==> src/svt_pkg.sv <==
// ----------------------------------------------------------------------------
// svt_pkg
// Shared constants for the strand vertex tangent block.
// ----------------------------------------------------------------------------
package svt_pkg;

    localparam int POSITION_BITS_DEF = 24;
    localparam int MAX_VERTICES_DEF  = 64;

    localparam int TAN_BITS   = 16;
    localparam int IDX_BITS   = 6;
    localparam int VPS_BITS   = 7;
    localparam int THR_BITS   = 16;
    localparam int CFG_IDX_W  = 2;
    localparam int CFG_DATA_W = 16;

    localparam logic [CFG_IDX_W-1:0] CFG_VPS = 2'd0;
    localparam logic [CFG_IDX_W-1:0] CFG_THR = 2'd1;

    localparam logic [VPS_BITS-1:0] VPS_RESET = 7'd16;
    localparam logic [THR_BITS-1:0] THR_RESET = 16'd1;
    localparam logic [VPS_BITS-1:0] VPS_MIN   = 7'd4;

    // magnitudes are reduced below 2^A_BITS before the length is taken
    localparam int A_BITS    = 16;
    localparam int LEN_BITS  = 34;
    localparam int REM_BITS  = 35;
    localparam int SUB_BITS  = 36;
    localparam int QUO_BITS  = 32;
    localparam int DIV_STEPS = 31;
    localparam int SQRT_STEPS = 16;

endpackage

==> src/strand_vertex_tangent.sv <==
// ----------------------------------------------------------------------------
// strand_vertex_tangent
// Per-vertex unit tangents of hair strands from streamed vertex positions.
// ----------------------------------------------------------------------------
// The first vertex of a strand is stored at its accept edge and produces no
// item; the input stays ready. The second vertex of a strand runs one
// normalization, every later vertex two, on a single shared restoring
// compare/subtract unit and one 16x16 multiplier. A normalization runs a load
// step, the halving loop and its exit, a multiply-accumulate of each squared
// component into the squared length, one threshold check, then per component
// one square, 31 divide steps and 16 square root steps, and a finish step. A
// vector whose squared length is at or below the threshold skips the
// per-component work. A segment needs up to POSITION_BITS-16 halvings (8 at
// the default width); the sum of two unit directions needs none. The input is
// not ready while a vertex is in progress, also while the output is stalled;
// a strand's last vertex also passes through a second emit state. The tangent
// of a vertex is emitted one vertex late; a strand's last vertex emits two
// items.
// ----------------------------------------------------------------------------
module strand_vertex_tangent #(
    parameter int POSITION_BITS       = svt_pkg::POSITION_BITS_DEF,
    parameter int MAX_STRAND_VERTICES = svt_pkg::MAX_VERTICES_DEF
) (
    input  logic                              i_clk,
    input  logic                              i_rst_n,
    input  logic                              i_in_valid,
    output logic                              o_in_ready,
    input  logic signed [POSITION_BITS-1:0]   i_pos_x,
    input  logic signed [POSITION_BITS-1:0]   i_pos_y,
    input  logic signed [POSITION_BITS-1:0]   i_pos_z,
    input  logic                              i_final_vertex,
    output logic                              o_out_valid,
    input  logic                              i_out_ready,
    output logic signed [svt_pkg::TAN_BITS-1:0] o_tan_x,
    output logic signed [svt_pkg::TAN_BITS-1:0] o_tan_y,
    output logic signed [svt_pkg::TAN_BITS-1:0] o_tan_z,
    output logic [svt_pkg::IDX_BITS-1:0]      o_vertex_in_strand,
    output logic                              o_strand_end,
    output logic                              o_set_end,
    input  logic                              i_cfg_valid,
    output logic                              o_cfg_ready,
    input  logic [svt_pkg::CFG_IDX_W-1:0]     i_cfg_index,
    input  logic [svt_pkg::CFG_DATA_W-1:0]    i_cfg_data
);
    import svt_pkg::*;

    localparam int PB = POSITION_BITS;
    localparam int DW = POSITION_BITS + 1;
    localparam int CW = $clog2(MAX_STRAND_VERTICES);

    localparam logic [3:0] S_IDLE  = 4'd0;
    localparam logic [3:0] S_LOAD  = 4'd1;
    localparam logic [3:0] S_SHIFT = 4'd2;
    localparam logic [3:0] S_LEN   = 4'd3;
    localparam logic [3:0] S_ZCHK  = 4'd4;
    localparam logic [3:0] S_SQ    = 4'd5;
    localparam logic [3:0] S_DIV   = 4'd6;
    localparam logic [3:0] S_SQRT  = 4'd7;
    localparam logic [3:0] S_NDONE = 4'd8;
    localparam logic [3:0] S_EMIT1 = 4'd9;
    localparam logic [3:0] S_EMIT2 = 4'd10;
    localparam logic [3:0] S_FIN   = 4'd11;

    logic [3:0]                 r_state;
    logic [4:0]                 r_cnt;
    logic [1:0]                 r_comp;
    logic                       r_pass;
    logic [VPS_BITS-1:0]        r_vps;
    logic [THR_BITS-1:0]        r_thr;
    logic [CW-1:0]              r_vcnt;
    logic signed [PB-1:0]       r_pos [3];
    logic signed [TAN_BITS-1:0] r_dir [3];
    logic signed [PB-1:0]       r_in  [3];
    logic                       r_fin;
    logic [DW-1:0]              r_mag [3];
    logic                       r_neg [3];
    logic [LEN_BITS-1:0]        r_len2;
    logic [REM_BITS-1:0]        r_rem;
    logic [QUO_BITS-1:0]        r_quo;
    logic [A_BITS-1:0]          r_root;
    logic signed [TAN_BITS-1:0] r_res [3];
    logic signed [TAN_BITS-1:0] r_u   [3];

    logic                       r_ov;
    logic signed [TAN_BITS-1:0] r_ot [3];
    logic [IDX_BITS-1:0]        r_oidx;
    logic                       r_oend;
    logic                       r_oset;

    logic                       in_acc;
    logic                       can_load;
    logic                       out_load;
    logic [VPS_BITS-1:0]        n_eff;
    logic                       is_last;
    logic signed [DW-1:0]       vec [3];
    logic [DW-1:0]              vmag [3];
    logic                       big_hi;
    logic [A_BITS-1:0]          mul_a;
    logic [2*A_BITS-1:0]        prod;
    logic [SUB_BITS-1:0]        sub_a;
    logic [SUB_BITS-1:0]        sub_b;
    logic [SUB_BITS-1:0]        diff;
    logic                       ge;
    logic [REM_BITS-1:0]        div_trial;
    logic [REM_BITS-1:0]        sq_rem2;
    logic [REM_BITS-1:0]        sq_trial;
    logic [A_BITS-1:0]          root_nx;
    logic [A_BITS:0]            mid_w;
    logic signed [TAN_BITS-1:0] mid_s;

    assign in_acc      = i_in_valid && o_in_ready;
    assign o_in_ready  = (r_state == S_IDLE);
    assign o_cfg_ready = 1'b1;
    assign can_load    = !r_ov || i_out_ready;
    assign out_load    = ((r_state == S_EMIT1) || (r_state == S_EMIT2)) && can_load;

    always_comb begin
        n_eff = r_vps;
        if (r_vps < VPS_MIN) begin
            n_eff = VPS_MIN;
        end else if (r_vps > VPS_BITS'(MAX_STRAND_VERTICES)) begin
            n_eff = VPS_BITS'(MAX_STRAND_VERTICES);
        end
    end
    assign is_last = VPS_BITS'(r_vcnt) >= (n_eff - VPS_BITS'(1));

    always_comb begin
        for (int i = 0; i < 3; i++) begin
            if (r_pass) begin
                vec[i] = DW'(r_dir[i]) + DW'(r_u[i]);
            end else begin
                vec[i] = DW'(r_in[i]) - DW'(r_pos[i]);
            end
            vmag[i] = vec[i][DW-1] ? DW'(~vec[i] + DW'(1)) : DW'(vec[i]);
        end
    end

    assign big_hi = (|r_mag[0][DW-1:A_BITS]) || (|r_mag[1][DW-1:A_BITS])
                 || (|r_mag[2][DW-1:A_BITS]);

    always_comb begin
        unique case (r_comp)
            2'd0:    mul_a = r_mag[0][A_BITS-1:0];
            2'd1:    mul_a = r_mag[1][A_BITS-1:0];
            default: mul_a = r_mag[2][A_BITS-1:0];
        endcase
    end
    assign prod = mul_a * mul_a;

    // shared compare/subtract unit
    assign div_trial = (r_cnt == 5'd0) ? r_rem : {r_rem[REM_BITS-2:0], 1'b0};
    assign sq_rem2   = {r_rem[REM_BITS-3:0], r_quo[QUO_BITS-1:QUO_BITS-2]};
    assign sq_trial  = REM_BITS'({r_root, 2'b01});
    always_comb begin
        if (r_state == S_DIV) begin
            sub_a = SUB_BITS'(div_trial);
            sub_b = SUB_BITS'(r_len2);
        end else begin
            sub_a = SUB_BITS'(sq_rem2);
            sub_b = SUB_BITS'(sq_trial);
        end
    end
    assign diff    = sub_a - sub_b;
    assign ge      = !diff[SUB_BITS-1];
    assign root_nx = {r_root[A_BITS-2:0], ge};
    assign mid_w   = ({1'b0, root_nx} + (A_BITS+1)'(1)) >> 1;
    assign mid_s   = TAN_BITS'(mid_w);

    always_ff @(posedge i_clk) begin
        if (!i_rst_n) begin
            r_vps <= VPS_RESET;
            r_thr <= THR_RESET;
        end else if (i_cfg_valid && o_cfg_ready) begin
            if (i_cfg_index == CFG_VPS) begin
                r_vps <= i_cfg_data[VPS_BITS-1:0];
            end else if (i_cfg_index == CFG_THR) begin
                r_thr <= i_cfg_data[THR_BITS-1:0];
            end
        end
    end

    always_ff @(posedge i_clk) begin
        if (!i_rst_n) begin
            r_ov <= 1'b0;
        end else if (out_load) begin
            r_ov <= 1'b1;
        end else if (i_out_ready) begin
            r_ov <= 1'b0;
        end
    end

    always_ff @(posedge i_clk) begin
        if (!i_rst_n) begin
            r_state <= S_IDLE;
            r_vcnt  <= '0;
            r_cnt   <= '0;
            r_comp  <= '0;
            r_pass  <= 1'b0;
            for (int i = 0; i < 3; i++) begin
                r_pos[i] <= '0;
                r_dir[i] <= '0;
            end
        end else begin
            unique case (r_state)
                S_IDLE: begin
                    if (in_acc) begin
                        r_in[0] <= i_pos_x;
                        r_in[1] <= i_pos_y;
                        r_in[2] <= i_pos_z;
                        r_fin   <= i_final_vertex;
                        if (r_vcnt == '0) begin
                            r_pos[0] <= i_pos_x;
                            r_pos[1] <= i_pos_y;
                            r_pos[2] <= i_pos_z;
                            r_vcnt   <= CW'(1);
                        end else begin
                            r_pass  <= 1'b0;
                            r_state <= S_LOAD;
                        end
                    end
                end
                S_LOAD: begin
                    for (int i = 0; i < 3; i++) begin
                        r_mag[i] <= vmag[i];
                        r_neg[i] <= vec[i][DW-1];
                    end
                    r_len2  <= '0;
                    r_comp  <= '0;
                    r_state <= S_SHIFT;
                end
                S_SHIFT: begin
                    if (big_hi) begin
                        for (int i = 0; i < 3; i++) begin
                            r_mag[i] <= r_mag[i] >> 1;
                        end
                    end else begin
                        r_state <= S_LEN;
                    end
                end
                S_LEN: begin
                    r_len2 <= r_len2 + LEN_BITS'(prod);
                    if (r_comp == 2'd2) begin
                        r_comp  <= '0;
                        r_state <= S_ZCHK;
                    end else begin
                        r_comp <= r_comp + 2'd1;
                    end
                end
                S_ZCHK: begin
                    if (r_len2 <= LEN_BITS'(r_thr)) begin
                        for (int i = 0; i < 3; i++) begin
                            r_res[i] <= '0;
                        end
                        r_state <= S_NDONE;
                    end else begin
                        r_state <= S_SQ;
                    end
                end
                S_SQ: begin
                    r_rem   <= REM_BITS'(prod);
                    r_quo   <= '0;
                    r_cnt   <= '0;
                    r_state <= S_DIV;
                end
                S_DIV: begin
                    r_quo <= {r_quo[QUO_BITS-2:0], ge};
                    if (r_cnt == 5'(DIV_STEPS - 1)) begin
                        r_rem   <= '0;
                        r_root  <= '0;
                        r_cnt   <= '0;
                        r_state <= S_SQRT;
                    end else begin
                        r_rem <= ge ? diff[REM_BITS-1:0] : div_trial;
                        r_cnt <= r_cnt + 5'd1;
                    end
                end
                S_SQRT: begin
                    r_rem  <= ge ? diff[REM_BITS-1:0] : sq_rem2;
                    r_root <= root_nx;
                    r_quo  <= {r_quo[QUO_BITS-3:0], 2'b00};
                    r_cnt  <= r_cnt + 5'd1;
                    if (r_cnt == 5'(SQRT_STEPS - 1)) begin
                        unique case (r_comp)
                            2'd0:    r_res[0] <= r_neg[0] ? -mid_s : mid_s;
                            2'd1:    r_res[1] <= r_neg[1] ? -mid_s : mid_s;
                            default: r_res[2] <= r_neg[2] ? -mid_s : mid_s;
                        endcase
                        if (r_comp == 2'd2) begin
                            r_comp  <= '0;
                            r_state <= S_NDONE;
                        end else begin
                            r_comp  <= r_comp + 2'd1;
                            r_state <= S_SQ;
                        end
                    end
                end
                S_NDONE: begin
                    if (!r_pass) begin
                        for (int i = 0; i < 3; i++) begin
                            r_u[i] <= r_res[i];
                        end
                        if (r_vcnt == CW'(1)) begin
                            r_state <= S_EMIT1;
                        end else begin
                            r_pass  <= 1'b1;
                            r_state <= S_LOAD;
                        end
                    end else begin
                        r_state <= S_EMIT1;
                    end
                end
                S_EMIT1: begin
                    if (can_load) begin
                        for (int i = 0; i < 3; i++) begin
                            r_ot[i] <= r_res[i];
                        end
                        r_oidx  <= IDX_BITS'(r_vcnt - CW'(1));
                        r_oend  <= 1'b0;
                        r_oset  <= 1'b0;
                        r_state <= is_last ? S_EMIT2 : S_FIN;
                    end
                end
                S_EMIT2: begin
                    if (can_load) begin
                        for (int i = 0; i < 3; i++) begin
                            r_ot[i] <= r_u[i];
                        end
                        r_oidx  <= IDX_BITS'(r_vcnt);
                        r_oend  <= 1'b1;
                        r_oset  <= r_fin;
                        r_state <= S_FIN;
                    end
                end
                S_FIN: begin
                    for (int i = 0; i < 3; i++) begin
                        r_pos[i] <= r_in[i];
                        r_dir[i] <= r_u[i];
                    end
                    r_vcnt  <= is_last ? '0 : r_vcnt + CW'(1);
                    r_pass  <= 1'b0;
                    r_state <= S_IDLE;
                end
                default: begin
                    r_state <= S_IDLE;
                end
            endcase
        end
    end

    assign o_out_valid        = r_ov;
    assign o_tan_x            = r_ot[0];
    assign o_tan_y            = r_ot[1];
    assign o_tan_z            = r_ot[2];
    assign o_vertex_in_strand = r_oidx;
    assign o_strand_end       = r_oend;
    assign o_set_end          = r_oset;

endmodule
==> config.mk <==
export PLATFORM = sky130hd
export DESIGN_NAME = strand_vertex_tangent
export DESIGN_NICKNAME = d
export VERILOG_FILES = /design/src/svt_pkg.sv /design/src/strand_vertex_tangent.sv
export SDC_FILE = /design/constraint.sdc
export NUM_CORES = 2
export LEC_CHECK = 0
export ABC_AREA = 1
export BUFFER_PORTS_ARGS = -buffer_cell sky130_fd_sc_hd__buf_2
export CORE_AREA = 4 4 249 434
export CTS_BUF_LIST = sky130_fd_sc_hd__clkbuf_8
export CTS_CLUSTER_DIAMETER = 40
export CTS_CLUSTER_SIZE = 28
export DETAILED_ROUTE_END_ITERATION = 10
export DIE_AREA = 0 0 253 438
export SYNTH_ARGS = -nofsm -noshare
export SYNTH_HDL_FRONTEND = slang
export SYNTH_SLANG_ARGS = --single-unit
==> constraint.sdc <==
create_clock -name i_clk -period 12.01 [get_ports i_clk]
set_input_delay 1.8015 -clock i_clk [delete_from_list [all_inputs] [get_ports i_clk]]
set_output_delay 1.8015 -clock i_clk [all_outputs]
set_load 0.01 [all_outputs]
# After elaboration in Yosys (flattened, before gate mapping)
# Memory sizes are Yosys's and may differ from the RTL's.
# Index checks and enable logic that the tools add are counted.
# op_classes
addsub	18
n_mul	1
magnitude_cmp	4
n_eq_ne	26
muxes	129
n_bitwise	22
n_reduce_logical	36
# ops
op	n
$mux 25	9
$mux 16	13
$mux 35	5
$mux 24	6
$pmux 35 s3	1
$pmux 32 s3	1
$add 25x2->25 const B	3
$not 25->25	3
$sub 24x24->25	3
$pmux 34 s2	1
$pmux 16 s2	2
$mux 1	60
$add 16x16->17	3
$mux 4	12
$pmux 4 s11	1
$sub 36x36->36	1
$add 34x32->34	1
$le 34x16->1	1
$mux 34	1
$mul 16x16->32	1
$mux 6	5
$reduce_or 9->1	3
$pmux 6 s2	2
$or 1x1->1	18
43 further kinds	80
# word_totals
ff_bits	168
ram_bits	414
inputBits	96
out_inout_bits	59
wordCells	260
memories	8
# memory_table
memory	depth	word_bits	read_ports	rd_ports_with_merged_regs	write_ports	line	rtl
r_mag	3	25	3	0	3	strand_vertex_tangent.sv:75	logic [DW-1:0] r_mag [3];
r_in	3	24	3	0	3	strand_vertex_tangent.sv:73	logic signed [PB-1:0] r_in [3];
r_pos	3	24	3	0	3	strand_vertex_tangent.sv:71	logic signed [PB-1:0] r_pos [3];
r_dir	3	16	3	0	3	strand_vertex_tangent.sv:72	logic signed [TAN_BITS-1:0] r_dir [3];
r_ot	3	16	3	0	3	strand_vertex_tangent.sv:85	logic signed [TAN_BITS-1:0] r_ot [3];
r_res	3	16	3	0	3	strand_vertex_tangent.sv:81	logic signed [TAN_BITS-1:0] r_res [3];
+2 memories	--	--	--	--	--	--	

# Depth between registers and ports, before layout
# depth
word_depth	9
mapped_depth	43

# Worst setup path before layout
# Ideal clock, no wire load.
# synth_path
path_type	reg-to-reg
startpoint	register r_comp[1]
endpoint	register r_len2[31] (data pin)
setup_time_ns	0.253
arrival_time_ns	8.053
required_time_ns	11.757
setup_slack_ns	3.704
stages_incl_launch_ff	42
n_path_buf	3
synth_period_minus_slack_ns	8.306
cell_sequence	dfxtp_1 -> clkbuf_1 -> nor2_2 -> clkinv_1 -> nor2_1 -> nor2_1 -> o21a_1 -> clkbuf_1 -> inv_1 -> clkbuf_1 -> nor2_1 -> fa_1 -> inv_1 -> fa_1 -> inv_1 -> fa_1 -> inv_1 -> fa_1 -> [6 not listed] -> a21oi_1 -> a21boi_0 -> o21ai_0 -> xor2_1 -> ha_1 -> nand2_1 -> nor2_1 -> nand2_1 -> nor4_1 -> a21oi_1 -> o21ai_0 -> nand2_1 -> nand2_1 -> nand2_1 -> nand2_1 -> a21oi_1 -> nor2_1 -> nor2_1
# synth_via
elab_chain_len	5
elab_cells_between_ends	6
# synth_rtl
item	line	rtl
from (decl)	strand_vertex_tangent.sv:66	logic [1:0] r_comp;
from (signal assigned)	strand_vertex_tangent.sv:246	r_comp <= r_comp + 2'd1;
from (signal assigned)	strand_vertex_tangent.sv:292	r_comp <= r_comp + 2'd1;
$eq 2x1->1 or $logic_not 2->1 (tied branches)	strand_vertex_tangent.sv:142	unique case (r_comp)
$pmux 16 s2 *	strand_vertex_tangent.sv:142	
$mul 16x16->32 *	strand_vertex_tangent.sv:148	assign prod = mul_a * mul_a;
$add 34x32->34 *	strand_vertex_tangent.sv:241	r_len2 <= r_len2 + LEN_BITS'(prod);
$pmux 34 s2 *	strand_vertex_tangent.sv:204	unique case (r_state)
to (signal assigned)	strand_vertex_tangent.sv:241	
to (decl)	strand_vertex_tangent.sv:77	logic [LEN_BITS-1:0] r_len2;
# Mark *: on every way between the ends. The rest lies on a longest branch, timed or not.
# A chain may end at the register's enable or synchronous reset.

# Worst setup path in the final report
# Ends and elaborated chain as after synthesis.

==> results.md <==
* TritonRoute pass-1 iters at 6
* GPL Wtd Cong at 1.04
* # setup viols final at 0
* Worst path max stage delay at 0.58 ns
* Die Ht at 438 um
* Rel. slew slack at 20.6%
* M2 GR Usage at 55.6%
* Setup repair bufs after CTS at 0
* Die footprint at 0.111 mm^2
* DR vias/cell at 5.54
* Die width at 253 um
* Layout cell share with drive strength beyond 1 at 6.40%
* Buffers on Ports at 153
* RSZ-0062 raised after global routing: false
* Pins Over Slew Limit at 0
* Via count at 41576
* Worst R2R Path Depth at 38
* Post-place setup slack at 2.38 ns
* Mean Syn Cell Area at 7.81 um^2
* Worst EP required at 12.54 ns
* Post-route ant nets at 0
* Sequential area share after synthesis at 36.5%
* F_max at 103 MHz
* Core box area at 0.105 mm^2
* Initial DRC count at 2600
* Routed WL per cell at 22.6 um
* Final Cycle Share at 80.5%
* DPL Wire Length at 136000 um
* CP arrival at 10.19 ns
* CTS tree: yes
* H-tree levels at 3
* CTS resizes at 0
* Top FF cell, synth: edfxtp_1
* CP dominant cell by count: inv_1
* Total global routing overflow at 0
* Hold Crit Depth at 0
* EDFF count, synth at 540
* Met1 usage in global routing at 29.3%
* Worst slew pin tran at 1.18 ns
* First-pass GRT wire length at 250000 um
* Final Hold Viols at 0
* Crit. End Element: flip-flop
* Worst clock skew at 0.0612 ns
* Root buf cell: clkbuf_8
* Syn. warnings at 0
* Vias in the first global route at 41745
* Hold Path Class: reg2reg
* Netlist area before placement at 0.0468 mm^2
* Crit start category: flip-flop
* Synthesized instance count at 5993
* Crit-path max FO at 13
* Hold_buf cts at 0
* Min Tclk post-route at 9.66 ns
* Max Cap Viol at 0
* Clock latency on the worst-skew pair at 0.80 ns
* Clk buf depth at 3
* Ys async rst share at 0%
* Initial Utilization at 44.8%
* Final setup TNS at 0 ns
* DRC viols at 0
* Worst-path clk slew at 0.12 ns
* Synth cell types at 58
* Area grow syn2layout at 8.45%
* IO Pins at 155
* # fillers at 10485
* Final nets at 6666
* Largest net degree at the start of global routing at 97
* Total GRT Usage at 30.1%
* Post-synthesis register bit count at 582
* Syn nets at 6576
* Total routed wirelength at 169000 um
* CTS sink count at 582
* FP Rows at 157
* CTS buffer count at 73
* Most Used Layer, Global Route: met2
* Crit-path slowest cell: fa_1
* Initial antenna violation count at 30
* Status: finished clean
* Crit path kind: reg2reg
* Post-route setup slack at 2.35 ns
* Met3 track demand over resource at 3.54%
-- registers in the layout (all words and copies together) (netlist names), 3 cells and up --
name,flops
r_state,4
r_cnt,5
r_root,16
o_vertex_in_strand,6
r_vcnt,6
r_ot,48
r_pos,72
r_rem,35
r_res,48
r_u,48
r_neg,3
r_quo,32
r_dir,48
r_len2,34
r_mag,75
r_vps,7
r_in,72
r_thr,16
-- path summary, 6_finish.rpt --
path                             startpoint                  endpoint  slack, ns
hold reg to reg   r_res[0][8]$_SDFFCE_PP0P_       r_u[0][8]$_DFFE_PP_       0.46
hold / removal    r_res[0][8]$_SDFFCE_PP0P_       r_u[0][8]$_DFFE_PP_       0.46
setup reg to reg     r_comp[1]$_SDFFE_PN0P_  r_len2[31]$_SDFFCE_PN0P_       2.35
setup / recovery     r_comp[1]$_SDFFE_PN0P_  r_len2[31]$_SDFFCE_PN0P_       2.35
-- metrics by stage --
stage / hold WS (ns) / instances / utilization, % / cell area, um^2
global placement: 0.431 / 7359 / 46.8 / 48900
detailed placement: 0.432 / 7359 / 46.8 / 48900
CTS: 0.455 / 7494 / 48.5 / 50700
global route: 0.467 / 7504 / 48.5 / 50700
finish: 0.459 / 7511 / 48.5 / 50700
floorplan: 0.427 / 5993 / - / 46800
-- final cells by class --
| type | instances | area, um^2 | share of cell area [%] |
|---|---|---|---|
| antenna | 17 | 42.5 | 0.0838 |
| clock buffer | 76 | 1050 | 2.06 |
| clock inverter | 59 | 727 | 1.43 |
| inverter | 1008 | 3780 | 7.46 |
| multi-input combinational | 4231 | 25400 | 50.0 |
| sequential | 582 | 17100 | 33.6 |
| tap | 1351 | 1690 | 3.33 |
| timing repair buffer | 187 | 1020 | 2.02 |
-- cells in the mapped netlist, types with 9 or more instances --
library cell / instances / area [um^2]
ha_1: 320 / 4000
a22oi_1: 18 / 135
buf_2: 14 / 70.1
clkbuf_1: 134 / 503
xor2_1: 76 / 666
nor2_1: 515 / 1930
nand3_1: 404 / 2020
a32o_1: 69 / 691
or2_2: 22 / 138
nand4_1: 89 / 557
nor4_1: 11 / 68.8
fa_1: 167 / 3340
inv_1: 993 / 3730
buf_1: 21 / 78.8
nand2_1: 1423 / 5340
o21ai_0: 382 / 1910
o21a_1: 31 / 233
nor3_1: 66 / 330
dfxtp_1: 42 / 841
a21oi_1: 364 / 1820
clkinv_1: 9 / 33.8
o21bai_1: 28 / 210
xnor2_1: 34 / 298
o22ai_1: 39 / 244
nor2_2: 11 / 68.8
a31oi_1: 16 / 100
o221ai_1: 15 / 131
a21o_1: 10 / 75.1
o211ai_1: 18 / 135
a221oi_1: 9 / 78.8
nand3b_1: 24 / 180
edfxtp_1: 540 / 16200
o31ai_1: 14 / 105
-- layer usage --
layer / vias to the layer above / wire (um) / part of all wire, %
met5: - / 41 / 0.024
met4: 6 / 17700 / 10
met3: 487 / 7330 / 4.3
met2: 1269 / 87900 / 52
met1: 19688 / 56500 / 33
li1: 20126 / - / -
-- kinds of logic after synthesis --
| group | Yosys count | synth area share (%) |
|---|---|---|
| xor+xnor | 110 | 2.06 |
| other cells | 1 | 0.00802 |
| fa+ha+maj | 488 | 15.7 |
| mux | 2 | 0.0428 |
| buf+inv | 1180 | 9.54 |
| compound gates | 1040 | 13.0 |
| flops | 582 | 36.5 |
| simple gates | 2590 | 23.1 |
-- layout by cell type (no fill, tap or decap), drive strengths merged, types with 167 or more instances in the layout --
master	netlist	final
nand2	1430	1430
inv	999	1039
edfxtp	540	540
nor2	528	528
nand3	405	405
o21ai	384	384
a21oi	365	365
ha	320	320
buf	38	187
fa	167	167
-- critical path: cells and delay by family (launching register included) --
family	cells	cell delay, ns
xor+xnor	1	0.20
simple gates	14	2.11
buf+inv	8	1.08
flops	1	0.37
fa+ha+maj	8	3.84
compound gates	7	1.83
Power is not shown: default switching activity piles up to over one toggle a cycle in this logic, so the estimate is an artifact.
